## src/rtl/lzwd_pkg.sv

```systemverilog
package lzwd_pkg;

    // Default history window, in bytes.
    localparam int unsigned HISTORY_DEPTH_DEF = 4096;

    // Depth of the command queue between parser and copy engine.
    localparam int unsigned CMD_QUEUE_DEPTH = 4;

    // Header tag: 'L' in the first byte, 'Z' in the second.
    localparam logic [7:0]  TAG_CHAR_L   = 8'h4C;
    localparam logic [7:0]  TAG_CHAR_Z   = 8'h5A;
    localparam logic [15:0] HEADER_TAG   = {TAG_CHAR_Z, TAG_CHAR_L};

    // Token layout: length minus MIN_MATCH in the top nibble, distance minus one in the low 12 bits.
    localparam int unsigned DIST_BITS    = 12;
    localparam logic [4:0]  MIN_MATCH    = 5'd3;
    localparam logic [DIST_BITS-1:0] DIST_MASK = 12'hFFF;

    // Parser phases.
    typedef enum logic [5:0] {
        PH_IDLE   = 6'b000001,
        PH_HEADER = 6'b000010,
        PH_FLAG   = 6'b000100,
        PH_BITS   = 6'b001000,
        PH_TOKEN2 = 6'b010000,
        PH_DONE   = 6'b100000
    } phase_t;

    // One command for the copy engine: a literal or a back-reference copy.
    typedef struct packed {
        logic        is_lit;
        logic [7:0]  data;
        logic [4:0]  count;
        logic        dist_one;
        logic        done_end;
        logic [23:0] size;
    } cmd_info_t;

    localparam int unsigned CMD_INFO_W = $bits(cmd_info_t);

endpackage

```

## src/rtl/lzwd_cmd_fifo.sv

```systemverilog
module lzwd_cmd_fifo #(
    parameter int unsigned WIDTH = 8,
    parameter int unsigned DEPTH = lzwd_pkg::CMD_QUEUE_DEPTH
) (
    input  logic             clk,
    input  logic             rst_n,
    input  logic             push,
    input  logic [WIDTH-1:0] push_data,
    output logic             full,
    input  logic             pop,
    output logic             not_empty,
    output logic [WIDTH-1:0] pop_data
);

    localparam int unsigned PW = $clog2(DEPTH);
    localparam int unsigned CW = $clog2(DEPTH + 1);

    logic [WIDTH-1:0] slot_reg [DEPTH];
    logic [PW-1:0]    wr_ptr_reg;
    logic [PW-1:0]    rd_ptr_reg;
    logic [CW-1:0]    count_reg;

    function automatic logic [PW-1:0] bump(input logic [PW-1:0] p);
        return (p == PW'(DEPTH - 1)) ? '0 : p + 1'b1;
    endfunction

    assign full      = (count_reg == CW'(DEPTH));
    assign not_empty = (count_reg != '0);
    assign pop_data  = slot_reg[rd_ptr_reg];

    always_ff @(posedge clk)
    begin
        if (push)
        begin
            slot_reg[wr_ptr_reg] <= push_data;
        end
    end

    always_ff @(posedge clk or negedge rst_n)
    begin
        if (!rst_n)
        begin
            wr_ptr_reg <= '0;
            rd_ptr_reg <= '0;
            count_reg  <= '0;
        end
        else
        begin
            if (push)
            begin
                wr_ptr_reg <= bump(wr_ptr_reg);
            end
            if (pop)
            begin
                rd_ptr_reg <= bump(rd_ptr_reg);
            end
            if (push && !pop)
            begin
                count_reg <= count_reg + 1'b1;
            end
            else if (pop && !push)
            begin
                count_reg <= count_reg - 1'b1;
            end
        end
    end

    a_no_overflow: assert property (@(posedge clk) disable iff (!rst_n)
        push |-> (!full || pop))
        else $error("command queue written while full");

    a_no_underflow: assert property (@(posedge clk) disable iff (!rst_n)
        pop |-> not_empty)
        else $error("command queue read while empty");

endmodule

```

## config.mk

```make
export PLATFORM = sky130hd
export DESIGN_NAME = lzwd_cmd_fifo
export DESIGN_NICKNAME = d
export VERILOG_FILES = /design/src/rtl/lzwd_pkg.sv /design/src/rtl/lzwd_cmd_fifo.sv
export SDC_FILE = /design/constraint.sdc
export NUM_CORES = 1
export LEC_CHECK = 0
export BUFFER_PORTS_ARGS = -buffer_cell sky130_fd_sc_hd__buf_4
export CAP_MARGIN = 25
export CORE_MARGIN = 4
export CORE_UTILIZATION = 45
export DETAILED_ROUTE_END_ITERATION = 10
export PLACE_DENSITY_LB_ADDON = 0.25
export RECOVER_POWER = 50
export SLEW_MARGIN = 25
export SYNTH_ARGS = -nofsm -noshare
export SYNTH_HDL_FRONTEND = slang
export SYNTH_SLANG_ARGS = --single-unit
export TNS_END_PERCENT = 50
```

## constraint.sdc

```tcl
create_clock -name clk -period 1.15 [get_ports clk]
set_input_delay 0.23 -clock clk [delete_from_list [all_inputs] [get_ports clk]]
set_output_delay 0.23 -clock clk [all_outputs]
set_load 0.1 [all_outputs]
```

==> impl_metrics.csv <==
group,metric,value,unit
logic_synthesis,ys_ff_latch,39,
worst_setup_path,crit_path_top_delay_cell,"mux4_2",
logic_synthesis,ys_warn_count,0,
worst_setup_path,path_buf_inv,2,
worst_setup_path,cp_max_fo,7,
sta,max_slew_margin,0.844,
clock_network,clockBufferDepth,2,
clock_network,h-tree-depth,2,
worst_setup_path,worstReg2RegStart,"count_reg[1]$_DFFE_PN0P_",
clock_network,cts_made_buffers,5,
floorplanning,die_h,67.1,um
logic_synthesis,synthTopCellsByArea,"edfxtp_1, mux4_2, dfrtp_1",
sta,rsz0062_at_grt,"yes",
layout,syn2layout_area_growth,39.3,%
worst_hold_path,hold_depth,1,
placement,hpwl,1.92,mm
grt,grt_remaining_overflow,0,
sta,finalCriticalPeriod,1.87,ns
logic_synthesis,yosysUniqueCellTypes,18,
worst_setup_path,worstSetupPathType,"reg2out",
worst_setup_path,reg2reg_slack,-0.32,ns
logic_synthesis,yosysTopAreaCell,"edfxtp_1",
sta,skew,0.00343,ns
routing,wl_met3,131,um
logic_synthesis,synth_area,1570,um^2
clock_network,cts.sinks,39,
grt,grt_pass1_vias,911,
grt,grt_max_degree,14,
logic_synthesis,syn-num-nets,98,
sta,worst_pin_slew,0.234,ns
worst_hold_path,hold_path_end,"slot_reg[3][7]$_DFFE_PP_",
layout,final_layout_size_suffix_gt1_frac,0.548,
sta,setup-tns-final,-8.17,ns
worst_setup_path,critPathRequiredTime,0.92,ns
routing,wl,2.79,mm
worst_setup_path,crit_chain,"buf_12 -> mux4_2 -> buf_6",
floorplanning,io_pins,22,
clock_network,cts-root-buf,"clkbuf_4",
worst_setup_path,arrival,1.64,ns
sta,timing.final.crit_share,1.63,
grt,track_usage,0.147,
worst_setup_path,rr_worst_depth,5,
worst_hold_path,min_path_type,"in2reg",
clock_network,clkSlewWorstSetupHoldPaths,0.11,ns
grt,grt_pass1_wl,4.42,mm
logic_synthesis,yosysSeqAreaShare,0.723,
routing,top_layer_used,"met4",
floorplanning,die_w,67.1,um
worst_hold_path,holdCritStartpoint,"push_data[7]",
clock_network,cts_tree,"done",
layout,largest_reg_flops,32,
routing,firstDrtPassIters,4,
outcome,status,"complete, but fails checks",
routing,vias,843,
floorplanning,placementRows,21,
routing,wl_met1,1.09,mm
routing,drtAntennaViolNets,0,
floorplanning,die_area,4500,um^2
placement,place.gp.congestion,0.691,
routing,wl_met2,1.53,mm
layout,final_nets,144,
routing,avgRoutedWirePerCell,16.2,um
worst_setup_path,cp-end-kind,"output pin",
clock_network,clk_latency,0.34,ns
outcome,violations,"negative setup slack",
sta,fmax,0.535,GHz
routing,via_per_inst,4.90,
routing,drt-initial-drc-count,18,
grt,antenna_found_initial,0,
sta,hold_viol,0,
logic_synthesis,syn_avg_cell_area,19.9,um^2
sta,setup_violations,46,
sta,timing.final.ws_setup,-0.719,ns
sta,drv_slew,0,
worst_setup_path,cpPeakStageDelay,0.52,ns
floorplanning,initial_utilization,0.467,
worst_setup_path,r2r-end,"count_reg[2]$_DFFE_PN0P_",
job,maxCapViolCount,0,
layout,diodes,0,
worst_setup_path,start_kind,"flop",
routing,drc,0,
logic_synthesis,synth_top_cell_area_share,0.611,
logic_synthesis,syn-instance-count,79,
placement,io_buffers,21,
floorplanning,coreArea,3360,um^2
worst_setup_path,crit_family,"multiplexers",
placed cells by master (no fill, tap or decap), types with 3 or more instances in the layout:
cell,count
mux4_2,8
buf_12,4
buf_6,13
and2_4,4
dfrtp_1,5
buf_4,17
ha_4,4
edfxtp_1,32
inv_1,3
clkbuf_1,6
mux2_2,3
clkbuf_4,5
cell type report:
cell class                      count  area [um^2]
Clock buffer                        5         37.5
Tap cell                           46         57.6
Sequential cell                    39         1140
Fill cell                         255         1170
Inverter                            5         18.8
Timing Repair Buffer               41          387
Clock inverter                      3         67.6
Multi-Input combinational cell     33          482
metrics by stage:
step | std cells | util | hold slack (ns) | setup WS, ns | area [um^2]
2_1_floorplan | 79 | - | -0.0656 | -0.363 | 1590
3_3_place_gp | 159 | 0.572 | 0.0484 | -0.354 | 1920
3_5_place_dp | 159 | 0.572 | 0.0524 | -0.387 | 1920
4_1_cts | 172 | 0.650 | 0.0768 | -0.740 | 2190
5_1_grt | 172 | 0.651 | 0.0657 | -0.817 | 2190
6_report | 172 | 0.651 | 0.0904 | -0.719 | 2190
logic make-up (layout without fill, tap and decap cells):
logic type	Yosys count	after routing	share of synthesized area
flip-flops	39	39	0.723
multiplexers	11	11	0.136
adder cells (fa/ha/maj)	7	7	0.0605
AND/OR/NAND/NOR	10	10	0.0350
XOR/XNOR	3	3	0.0167
buffers and inverters	7	54	0.0223
AO/OA/AOI/OAI	2	2	0.00637
worst max-delay path by stage:
| stage | depth (start not counted) | startpoint | end | slack [ns] |
|---|---|---|---|---|
| after floorplan | 1 | count_reg[1]$_DFFE_PN0P_ | full | -0.36 |
| after global placement | 3 | rd_ptr_reg[0]$_DFFE_PN0P_ | pop_data[5] | -0.35 |
| after detailed placement | 3 | rd_ptr_reg[0]$_DFFE_PN0P_ | pop_data[5] | -0.39 |
| after CTS | 3 | rd_ptr_reg[0]$_DFFE_PN0P_ | pop_data[0] | -0.74 |
| after global routing | 3 | rd_ptr_reg[0]$_DFFE_PN0P_ | pop_data[5] | -0.82 |
| final | 3 | rd_ptr_reg[0]$_DFFE_PN0P_ | pop_data[5] | -0.72 |
layer usage:
layer	global-route usage	vias up
li1	-	391
met1	0.162	430
met2	0.250	16
met3	0.0624	6
met4	0.0532	0
met5	0	-
timing repair:
action,4_1_cts,5_1_grt
hold endpoints to repair,7,0
endpoints found under the setup margin,46,46
resized for setup,35,5
pin swaps,7,4
setup buffers,5,0
hold buffers,1,0
cells in the mapped netlist:
| library cell | count |
|---|---|
| mux4_2 | 8 |
| buf_6 | 1 |
| and2_1 | 4 |
| xnor2_1 | 1 |
| buf_2 | 1 |
| ha_1 | 6 |
| xor2_1 | 2 |
| nand3_1 | 1 |
| fa_1 | 1 |
| edfxtp_1 | 32 |
| dfrtp_1 | 7 |
| inv_1 | 5 |
| mux2_2 | 3 |
| nor2_1 | 2 |
| nor3b_1 | 1 |
| nand2_1 | 1 |
| or3_1 | 1 |
| o21ai_0 | 2 |
Power is not shown: default switching activity piles up to over one toggle a cycle in this logic, so the estimate is an artifact.
