--- config.mk ---
export PLATFORM = sky130hd
export DESIGN_NAME = lzwd_front
export DESIGN_NICKNAME = d
export VERILOG_FILES = /design/src/rtl/lzwd_pkg.sv /design/src/rtl/lzwd_front.sv
export SDC_FILE = /design/constraint.sdc
export NUM_CORES = 1
export LEC_CHECK = 0
export ABC_AREA = 1
export BUFFER_PORTS_ARGS = -buffer_cell sky130_fd_sc_hd__buf_4
export CAP_MARGIN = 20
export CORE_ASPECT_RATIO = 0.6
export CORE_UTILIZATION = 45
export CTS_BUF_LIST = sky130_fd_sc_hd__clkbuf_4 sky130_fd_sc_hd__clkbuf_8 sky130_fd_sc_hd__clkbuf_16
export CTS_CLUSTER_DIAMETER = 100
export DETAILED_ROUTE_END_ITERATION = 10
export SYNTH_ARGS = -nofsm -noshare
export SYNTH_HDL_FRONTEND = slang
export SYNTH_SLANG_ARGS = --single-unit
export TNS_END_PERCENT = 10
--- constraint.sdc ---
create_clock -name clk -period 26.2 [get_ports clk]
set_input_delay 3.93 -clock clk [delete_from_list [all_inputs] [get_ports clk]]
set_output_delay 3.93 -clock clk [all_outputs]
set_load 0.02 [all_outputs]
--- src/rtl/lzwd_pkg.sv ---
package lzwd_pkg;

    // Default history window, in bytes.
    localparam int unsigned HISTORY_DEPTH_DEF = 4096;

    // Depth of the command queue between parser and copy engine.
    localparam int unsigned CMD_QUEUE_DEPTH = 4;

    // Header tag: 'L' in the first byte, 'Z' in the second.
    localparam logic [7:0]  TAG_CHAR_L   = 8'h4C;
    localparam logic [7:0]  TAG_CHAR_Z   = 8'h5A;
    localparam logic [15:0] HEADER_TAG   = {TAG_CHAR_Z, TAG_CHAR_L};

    // Token layout: length minus MIN_MATCH in the top nibble, distance minus one in the low 12 bits.
    localparam int unsigned DIST_BITS    = 12;
    localparam logic [4:0]  MIN_MATCH    = 5'd3;
    localparam logic [DIST_BITS-1:0] DIST_MASK = 12'hFFF;

    // Parser phases.
    typedef enum logic [5:0] {
        PH_IDLE   = 6'b000001,
        PH_HEADER = 6'b000010,
        PH_FLAG   = 6'b000100,
        PH_BITS   = 6'b001000,
        PH_TOKEN2 = 6'b010000,
        PH_DONE   = 6'b100000
    } phase_t;

    // One command for the copy engine: a literal or a back-reference copy.
    typedef struct packed {
        logic        is_lit;
        logic [7:0]  data;
        logic [4:0]  count;
        logic        dist_one;
        logic        done_end;
        logic [23:0] size;
    } cmd_info_t;

    localparam int unsigned CMD_INFO_W = $bits(cmd_info_t);

endpackage

--- src/rtl/lzwd_front.sv ---
module lzwd_front #(
    parameter int unsigned HISTORY_DEPTH = lzwd_pkg::HISTORY_DEPTH_DEF,
    parameter int unsigned AW = $clog2(HISTORY_DEPTH)
) (
    input  logic                  clk,
    input  logic                  rst_n,
    input  logic                  in_valid,
    output logic                  in_ready,
    input  logic [7:0]            in_byte,
    input  logic                  in_start,
    input  logic                  in_last,
    input  logic                  cmd_ready,
    output logic                  cmd_valid,
    output lzwd_pkg::cmd_info_t   cmd_info,
    output logic [AW-1:0]         cmd_rd_idx,
    output logic [AW-1:0]         cmd_wr_idx
);

    import lzwd_pkg::*;

    localparam logic [AW:0] DEPTH_EXT = (AW+1)'(HISTORY_DEPTH);

    phase_t        phase_reg, phase_next;
    logic [2:0]    hc_reg, hc_next;
    logic [15:0]   held_reg, held_next;
    logic [23:0]   target_reg, target_next;
    logic [23:0]   prod_reg, prod_next;
    logic [7:0]    flag_reg, flag_next;
    logic [3:0]    bit_reg, bit_next;
    logic [7:0]    th_reg, th_next;
    logic [AW-1:0] wr_reg, wr_next;

    logic          accept;
    logic          emit;

    assign in_ready = cmd_ready;
    assign accept   = in_valid && in_ready;

    always_comb
    begin
        phase_t        eff_phase;
        logic [2:0]    eff_hc;
        logic [15:0]   eff_held;
        logic [23:0]   eff_target;
        logic [23:0]   eff_prod;
        logic [AW-1:0] eff_wr;
        logic          finish;
        logic          advance;
        logic [23:0]   prod_new;
        logic [4:0]    n;
        logic [4:0]    len;
        logic [12:0]   back_dist;
        logic [23:0]   rem;
        logic [AW:0]   wr_sum;
        logic [AW:0]   dist_ext;
        logic [AW:0]   src;
        logic [3:0]    bit_new;

        eff_phase  = in_start ? PH_HEADER : phase_reg;
        eff_hc     = in_start ? 3'd0 : hc_reg;
        eff_held   = in_start ? 16'd0 : held_reg;
        eff_target = in_start ? 24'd0 : target_reg;
        eff_prod   = in_start ? 24'd0 : prod_reg;
        eff_wr     = in_start ? '0 : wr_reg;

        phase_next  = eff_phase;
        hc_next     = eff_hc;
        held_next   = eff_held;
        target_next = eff_target;
        prod_next   = eff_prod;
        wr_next     = eff_wr;
        flag_next   = flag_reg;
        bit_next    = bit_reg;
        th_next     = th_reg;

        finish   = 1'b0;
        advance  = 1'b0;
        emit     = 1'b0;
        n        = 5'd0;
        prod_new = eff_prod;
        bit_new  = bit_reg + 4'd1;

        len       = {1'b0, th_reg[7:4]} + MIN_MATCH;
        back_dist = {1'b0, th_reg[3:0] & DIST_MASK[11:8], in_byte} + 13'd1;
        rem       = eff_target - eff_prod;
        dist_ext  = (AW+1)'(back_dist);
        if ({1'b0, eff_wr} >= dist_ext)
        begin
            src = {1'b0, eff_wr} - dist_ext;
        end
        else
        begin
            src = {1'b0, eff_wr} + DEPTH_EXT - dist_ext;
        end

        cmd_info          = '0;
        cmd_info.data     = in_byte;
        cmd_info.dist_one = (back_dist == 13'd1);
        cmd_rd_idx        = src[AW-1:0];
        cmd_wr_idx        = eff_wr;

        unique case (eff_phase)
            PH_HEADER:
            begin
                hc_next = eff_hc + 3'd1;
                if (eff_hc == 3'd0)
                begin
                    held_next = {8'd0, in_byte};
                end
                else if (eff_hc == 3'd1)
                begin
                    held_next = {in_byte, eff_held[7:0]};
                end
                else if (eff_hc == 3'd2)
                begin
                    if (eff_held == HEADER_TAG)
                    begin
                        target_next = {16'd0, in_byte};
                    end
                    else
                    begin
                        target_next = {in_byte, eff_held};
                        finish      = 1'b1;
                    end
                end
                else if (eff_hc == 3'd3)
                begin
                    target_next = {eff_target[23:16], in_byte, eff_target[7:0]};
                end
                else
                begin
                    target_next = {in_byte, eff_target[15:0]};
                    finish      = 1'b1;
                end
            end
            PH_FLAG:
            begin
                flag_next  = in_byte;
                bit_next   = 4'd0;
                phase_next = PH_BITS;
            end
            PH_BITS:
            begin
                if (flag_reg[bit_reg[2:0]])
                begin
                    n       = 5'd1;
                    emit    = 1'b1;
                    advance = 1'b1;
                    cmd_info.is_lit = 1'b1;
                end
                else
                begin
                    th_next    = in_byte;
                    phase_next = PH_TOKEN2;
                end
            end
            PH_TOKEN2:
            begin
                // A copy reaching before the first output byte gives nothing;
                // one running past the decoded size is cut at that size.
                if (eff_prod < 24'(back_dist) || eff_prod >= eff_target)
                begin
                    n = 5'd0;
                end
                else if (rem < 24'(len))
                begin
                    n = rem[4:0];
                end
                else
                begin
                    n = len;
                end
                emit    = (n != 5'd0);
                advance = 1'b1;
            end
            PH_IDLE, PH_DONE:
            begin
            end
            default:
            begin
            end
        endcase

        prod_new = eff_prod + 24'(n);
        wr_sum   = {1'b0, eff_wr} + (AW+1)'(n);
        if (wr_sum >= DEPTH_EXT)
        begin
            wr_sum = wr_sum - DEPTH_EXT;
        end

        if (advance)
        begin
            prod_next = prod_new;
            wr_next   = wr_sum[AW-1:0];
            bit_next  = bit_new;
            if (prod_new >= eff_target)
            begin
                phase_next = PH_DONE;
            end
            else if (bit_new[3])
            begin
                phase_next = PH_FLAG;
            end
            else
            begin
                phase_next = PH_BITS;
            end
        end

        if (finish)
        begin
            prod_next  = 24'd0;
            wr_next    = '0;
            flag_next  = 8'd0;
            bit_next   = 4'd0;
            th_next    = 8'd0;
            phase_next = (target_next == 24'd0) ? PH_DONE : PH_FLAG;
        end

        if (in_last)
        begin
            phase_next = PH_IDLE;
        end

        cmd_info.count    = n;
        cmd_info.done_end = (prod_new == eff_target);
        cmd_info.size     = eff_target;
    end

    assign cmd_valid = accept && emit;

    always_ff @(posedge clk or negedge rst_n)
    begin
        if (!rst_n)
        begin
            phase_reg  <= PH_IDLE;
            hc_reg     <= 3'd0;
            held_reg   <= 16'd0;
            target_reg <= 24'd0;
            prod_reg   <= 24'd0;
            flag_reg   <= 8'd0;
            bit_reg    <= 4'd0;
            th_reg     <= 8'd0;
            wr_reg     <= '0;
        end
        else if (accept)
        begin
            phase_reg  <= phase_next;
            hc_reg     <= hc_next;
            held_reg   <= held_next;
            target_reg <= target_next;
            prod_reg   <= prod_next;
            flag_reg   <= flag_next;
            bit_reg    <= bit_next;
            th_reg     <= th_next;
            wr_reg     <= wr_next;
        end
    end

    // The parser never counts more output than the header announced.
    a_prod_within_target: assert property (@(posedge clk) disable iff (!rst_n)
        prod_reg <= target_reg)
        else $error("produced count passed the decoded size");

endmodule

==> load_flow_metrics.sql <==
INSERT INTO impl_metrics (metric_group, metric, value, unit) VALUES
('synthesis', 'yosysWarnings', '0', ''),
('timing', 'achievable-frequency', '63.89', 'MHz'),
('synthesis', 'sequential_area_share_after_synthesis', '25.55', '%'),
('power', 'power_density', '63.02', 'nW/um2'),
('worst_setup_path', 'cp-start-kind', 'input pin', ''),
('synthesis', 'synth_top_cells_by_count', 'sky130_fd_sc_hd__nand2_1, sky130_fd_sc_hd__inv_1, sky130_fd_sc_hd__nor2_1', ''),
('worst_setup_path', 'r2r_cells', '42', ''),
('global_route', 'grt_antenna_before_repair', '1', ''),
('cts', 'postCtsHoldBufs', '0', ''),
('synthesis', 'postSynth.asyncResetShare', '100.0', '%'),
('timing', 'timing.final.hold_violations', '0', ''),
('global_route', 'track_usage', '29.57', '%'),
('synthesis', 'post_synth_instance_area', '10290', 'um2'),
('detailed_routing', 'number_of_vias_in_the_routed_layout', '10300', ''),
('global_route', 'first_global_vias', '9348', ''),
('final_layout', 'multiInputGateArea', '6471', 'um2'),
('status', 'outcome', 'complete, no violations', ''),
('hold_path', 'hp-class', 'flop to flop', ''),
('synthesis', 'synth.lib_cells_used.distinct', '59', ''),
('floorplan', 'row_count', '42', ''),
('worst_setup_path', 'worstReg2RegEnd', 'phase_reg[5]', ''),
('final_layout', 'syn2layout_area_growth', '10.15', '%'),
('timing', 'setup-violations-final', '0', ''),
('timing', 'finalWorstPathRequiredPeriod', '15.65', 'ns'),
('synthesis', 'synth_simple_gate_area_share', '28.70', '%'),
('final_layout', 'layout-drive-gt1-share', '10.43', '%'),
('detailed_routing', 'ant_nets', '0', ''),
('timing', 'final.setup.tns', '0', 'ns'),
('worst_setup_path', 'path_common_cell', 'sky130_fd_sc_hd__nand2_1', ''),
('floorplan', 'chipWidth', '197.2', 'um'),
('cts', 'cts_made_buffers', '9', ''),
('detailed_routing', 'totalWireLength', '34.05', 'mm'),
('placement', 'numPortBuffers', '79', ''),
('synthesis', 'synth-seq-cells', '105', ''),
('cts', 'cts_sinks', '105', ''),
('power', 'irDropWorstVdd', '0.00003906', 'V'),
('cts', 'cts.path.max_buffers', '2', ''),
('synthesis', 'yosysMostFrequentCell', 'sky130_fd_sc_hd__nand2_1', ''),
('worst_setup_path', 'cp_data_required_time', '22.27', 'ns'),
('synthesis', 'synth.net_count', '1637', ''),
('timing', 'timing_max_transition_violations_final', '0', ''),
('worst_setup_path', 'worst-setup-path-type', 'input pin to primary output', ''),
('placement', 'finalWeightedCongestion', '1.001', ''),
('synthesis', 'number_of_flops_mapped_to_enable_cells_by_yosys', '0', ''),
('floorplan', 'effective_utilization_at_floorplan', '46.29', '%'),
('synthesis', 'post_synth_fa_ha_maj_area_fraction', '12.09', '%'),
('synthesis', 'synth_compound_gate_area_share', '17.64', '%'),
('synthesis', 'portion_of_netlist_area_occupied_by_mux_cells', '0.09728', '%'),
('power', 'total_power', '0.7143', 'mW'),
('global_route', 'grt_max_degree', '71', ''),
('worst_setup_path', 'crit_path_top_delay_cell', 'sky130_fd_sc_hd__buf_4', ''),
('cts', 'clock_latency', '0.38', 'ns'),
('synthesis', 'synth_area_leaders', 'sky130_fd_sc_hd__dfrtp_1, sky130_fd_sc_hd__nand2_1, sky130_fd_sc_hd__ha_1', ''),
('cts', 'post_cts.repair.setup_buffers', '0', ''),
('cts', 'cts.repair.resized', '0', ''),
('worst_setup_path', 'r2r_start', 'prod_reg[7]', ''),
('final_layout', 'fillCellCount', '2304', ''),
('floorplan', 'ioPinCount', '80', ''),
('worst_setup_path', 'ff2ff_setup_slack', '18.08', 'ns'),
('cts', 'cts_tree', 'built', ''),
('worst_setup_path', 'critPathMaxStageDelay', '0.61', 'ns'),
('detailed_routing', 'wl_per_cell', '18.10', 'um'),
('worst_setup_path', 'timing.critical_path.to', 'cmd_info[24]', ''),
('floorplan', 'coreArea', '22230', 'um2'),
('synthesis', 'synthDominantAreaCellType', 'sky130_fd_sc_hd__dfrtp_1', ''),
('timing', 'share_of_the_clock_period_used_by_the_worst_path', '59.74', '%'),
('worst_setup_path', 'cp_max_fo', '63', ''),
('placement', 'detailed_place_hpwl', '26.64', 'mm'),
('cts', 'cts-htree-levels', '3', ''),
('timing', 'rsz0062_at_grt', 'false', ''),
('detailed_routing', 'first_iter_violations', '1065', '');
## report_power, final
| group | internal [mW] | total [mW] | switching, mW |
|---|---|---|---|
| registers | 0.190 | 0.214 | 0.0241 |
| clock network | 0.0777 | 0.153 | 0.0752 |
| logic | 0.112 | 0.348 | 0.235 |
| total | 0.380 | 0.714 | 0.335 |
## stage by stage
| step | util (%) | setup WS (ns) | area, um2 | hold slack (ns) | instances |
|---|---|---|---|---|---|
| after floorplan | - | 11.36 | 10290 | 0.4478 | 1526 |
| after global placement | 49.55 | 10.85 | 11010 | 0.4633 | 1864 |
| after detailed placement | 49.55 | 10.71 | 11010 | 0.4706 | 1864 |
| after CTS | 50.98 | 10.67 | 11330 | 0.4891 | 1880 |
| after global routing | 50.98 | 9.868 | 11330 | 0.5155 | 1880 |
| final | 50.99 | 10.55 | 11330 | 0.4891 | 1881 |
## worst min-delay path by stage
stage                               end           from  cells past startpoint  slack, ns
after floorplan             flag_reg[2]    flag_reg[2]                      2       0.45
after global placement    target_reg[8]  target_reg[8]                      2       0.46
after detailed placement  target_reg[8]  target_reg[8]                      2       0.47
after CTS                 target_reg[8]  target_reg[8]                      2       0.49
after global routing        flag_reg[5]    flag_reg[5]                      2       0.52
final                     target_reg[8]  target_reg[8]                      2       0.49
## per-layer routing
layer | routed length, um | GRT usage [%]
met1 | 16790 | 44.99
met3 | 3721 | 9.799
met5 | 0 | 0.8715
met4 | 678 | 7.607
met2 | 12860 | 38.75
## kinds of logic after synthesis
logic type               after synthesis
XOR/XNOR                              51
adder cells (fa/ha/maj)               97
flip-flops                           105
multiplexers                           1
buffers and inverters                292
AO/OA/AOI/OAI                        322
AND/OR/NAND/NOR                      658
## final cells by class
type,count,share of cell area [%]
multi-input combinational,1129,57.09
sequential,105,23.19
antenna,1,0.02208
inverter,238,7.926
clock buffer,9,1.987
timing repair buffer,84,5.564
clock inverter,7,0.8169
tap,308,3.400
## layout by cell type (no fill, tap or decap), types with 3 or more instances in the layout
cell                        Yosys  final
sky130_fd_sc_hd__o211ai_1      17     17
sky130_fd_sc_hd__xnor2_1       12     12
sky130_fd_sc_hd__a211oi_1       3      3
sky130_fd_sc_hd__nand2_2       12     13
sky130_fd_sc_hd__o22ai_1       25     25
sky130_fd_sc_hd__buf_4         11     84
sky130_fd_sc_hd__inv_2          2      3
sky130_fd_sc_hd__nor2_2        13     13
sky130_fd_sc_hd__o21ai_1        8      8
sky130_fd_sc_hd__inv_1        232    231
sky130_fd_sc_hd__o21bai_1       3      3
sky130_fd_sc_hd__nand3_1       68     68
sky130_fd_sc_hd__nor4_1        12     12
sky130_fd_sc_hd__nand2_4        3      3
sky130_fd_sc_hd__nor2_4         4      4
sky130_fd_sc_hd__nand3_2        8      8
sky130_fd_sc_hd__o21a_1         4      4
sky130_fd_sc_hd__ha_1          93     93
sky130_fd_sc_hd__a21oi_1       95     95
sky130_fd_sc_hd__nor3_1        16     16
sky130_fd_sc_hd__a22oi_1        6      6
sky130_fd_sc_hd__nand2_1      311    310
sky130_fd_sc_hd__inv_8          0      4
sky130_fd_sc_hd__fa_1           4      4
sky130_fd_sc_hd__a221oi_1       8      8
sky130_fd_sc_hd__clkbuf_16      0      9
sky130_fd_sc_hd__nand3b_1       8      8
sky130_fd_sc_hd__xor2_1        39     39
sky130_fd_sc_hd__nor2_1       163    163
sky130_fd_sc_hd__dfrtp_1      104    104
sky130_fd_sc_hd__nand4_1       29     29
sky130_fd_sc_hd__o21ai_0      137    137
## critical path: cells and delay by family
| kind | cells | cell delay (ns) |
|---|---|---|
| AOI/OAI and AO/OA | 3 | 0.66 |
| xor gates and xnor gates | 2 | 0.40 |
| adders and majority gates | 6 | 1.62 |
| buffers and inverters | 7 | 1.48 |
| and+or+nand+nor | 24 | 3.52 |
Power figures use the tool's default switching activity.
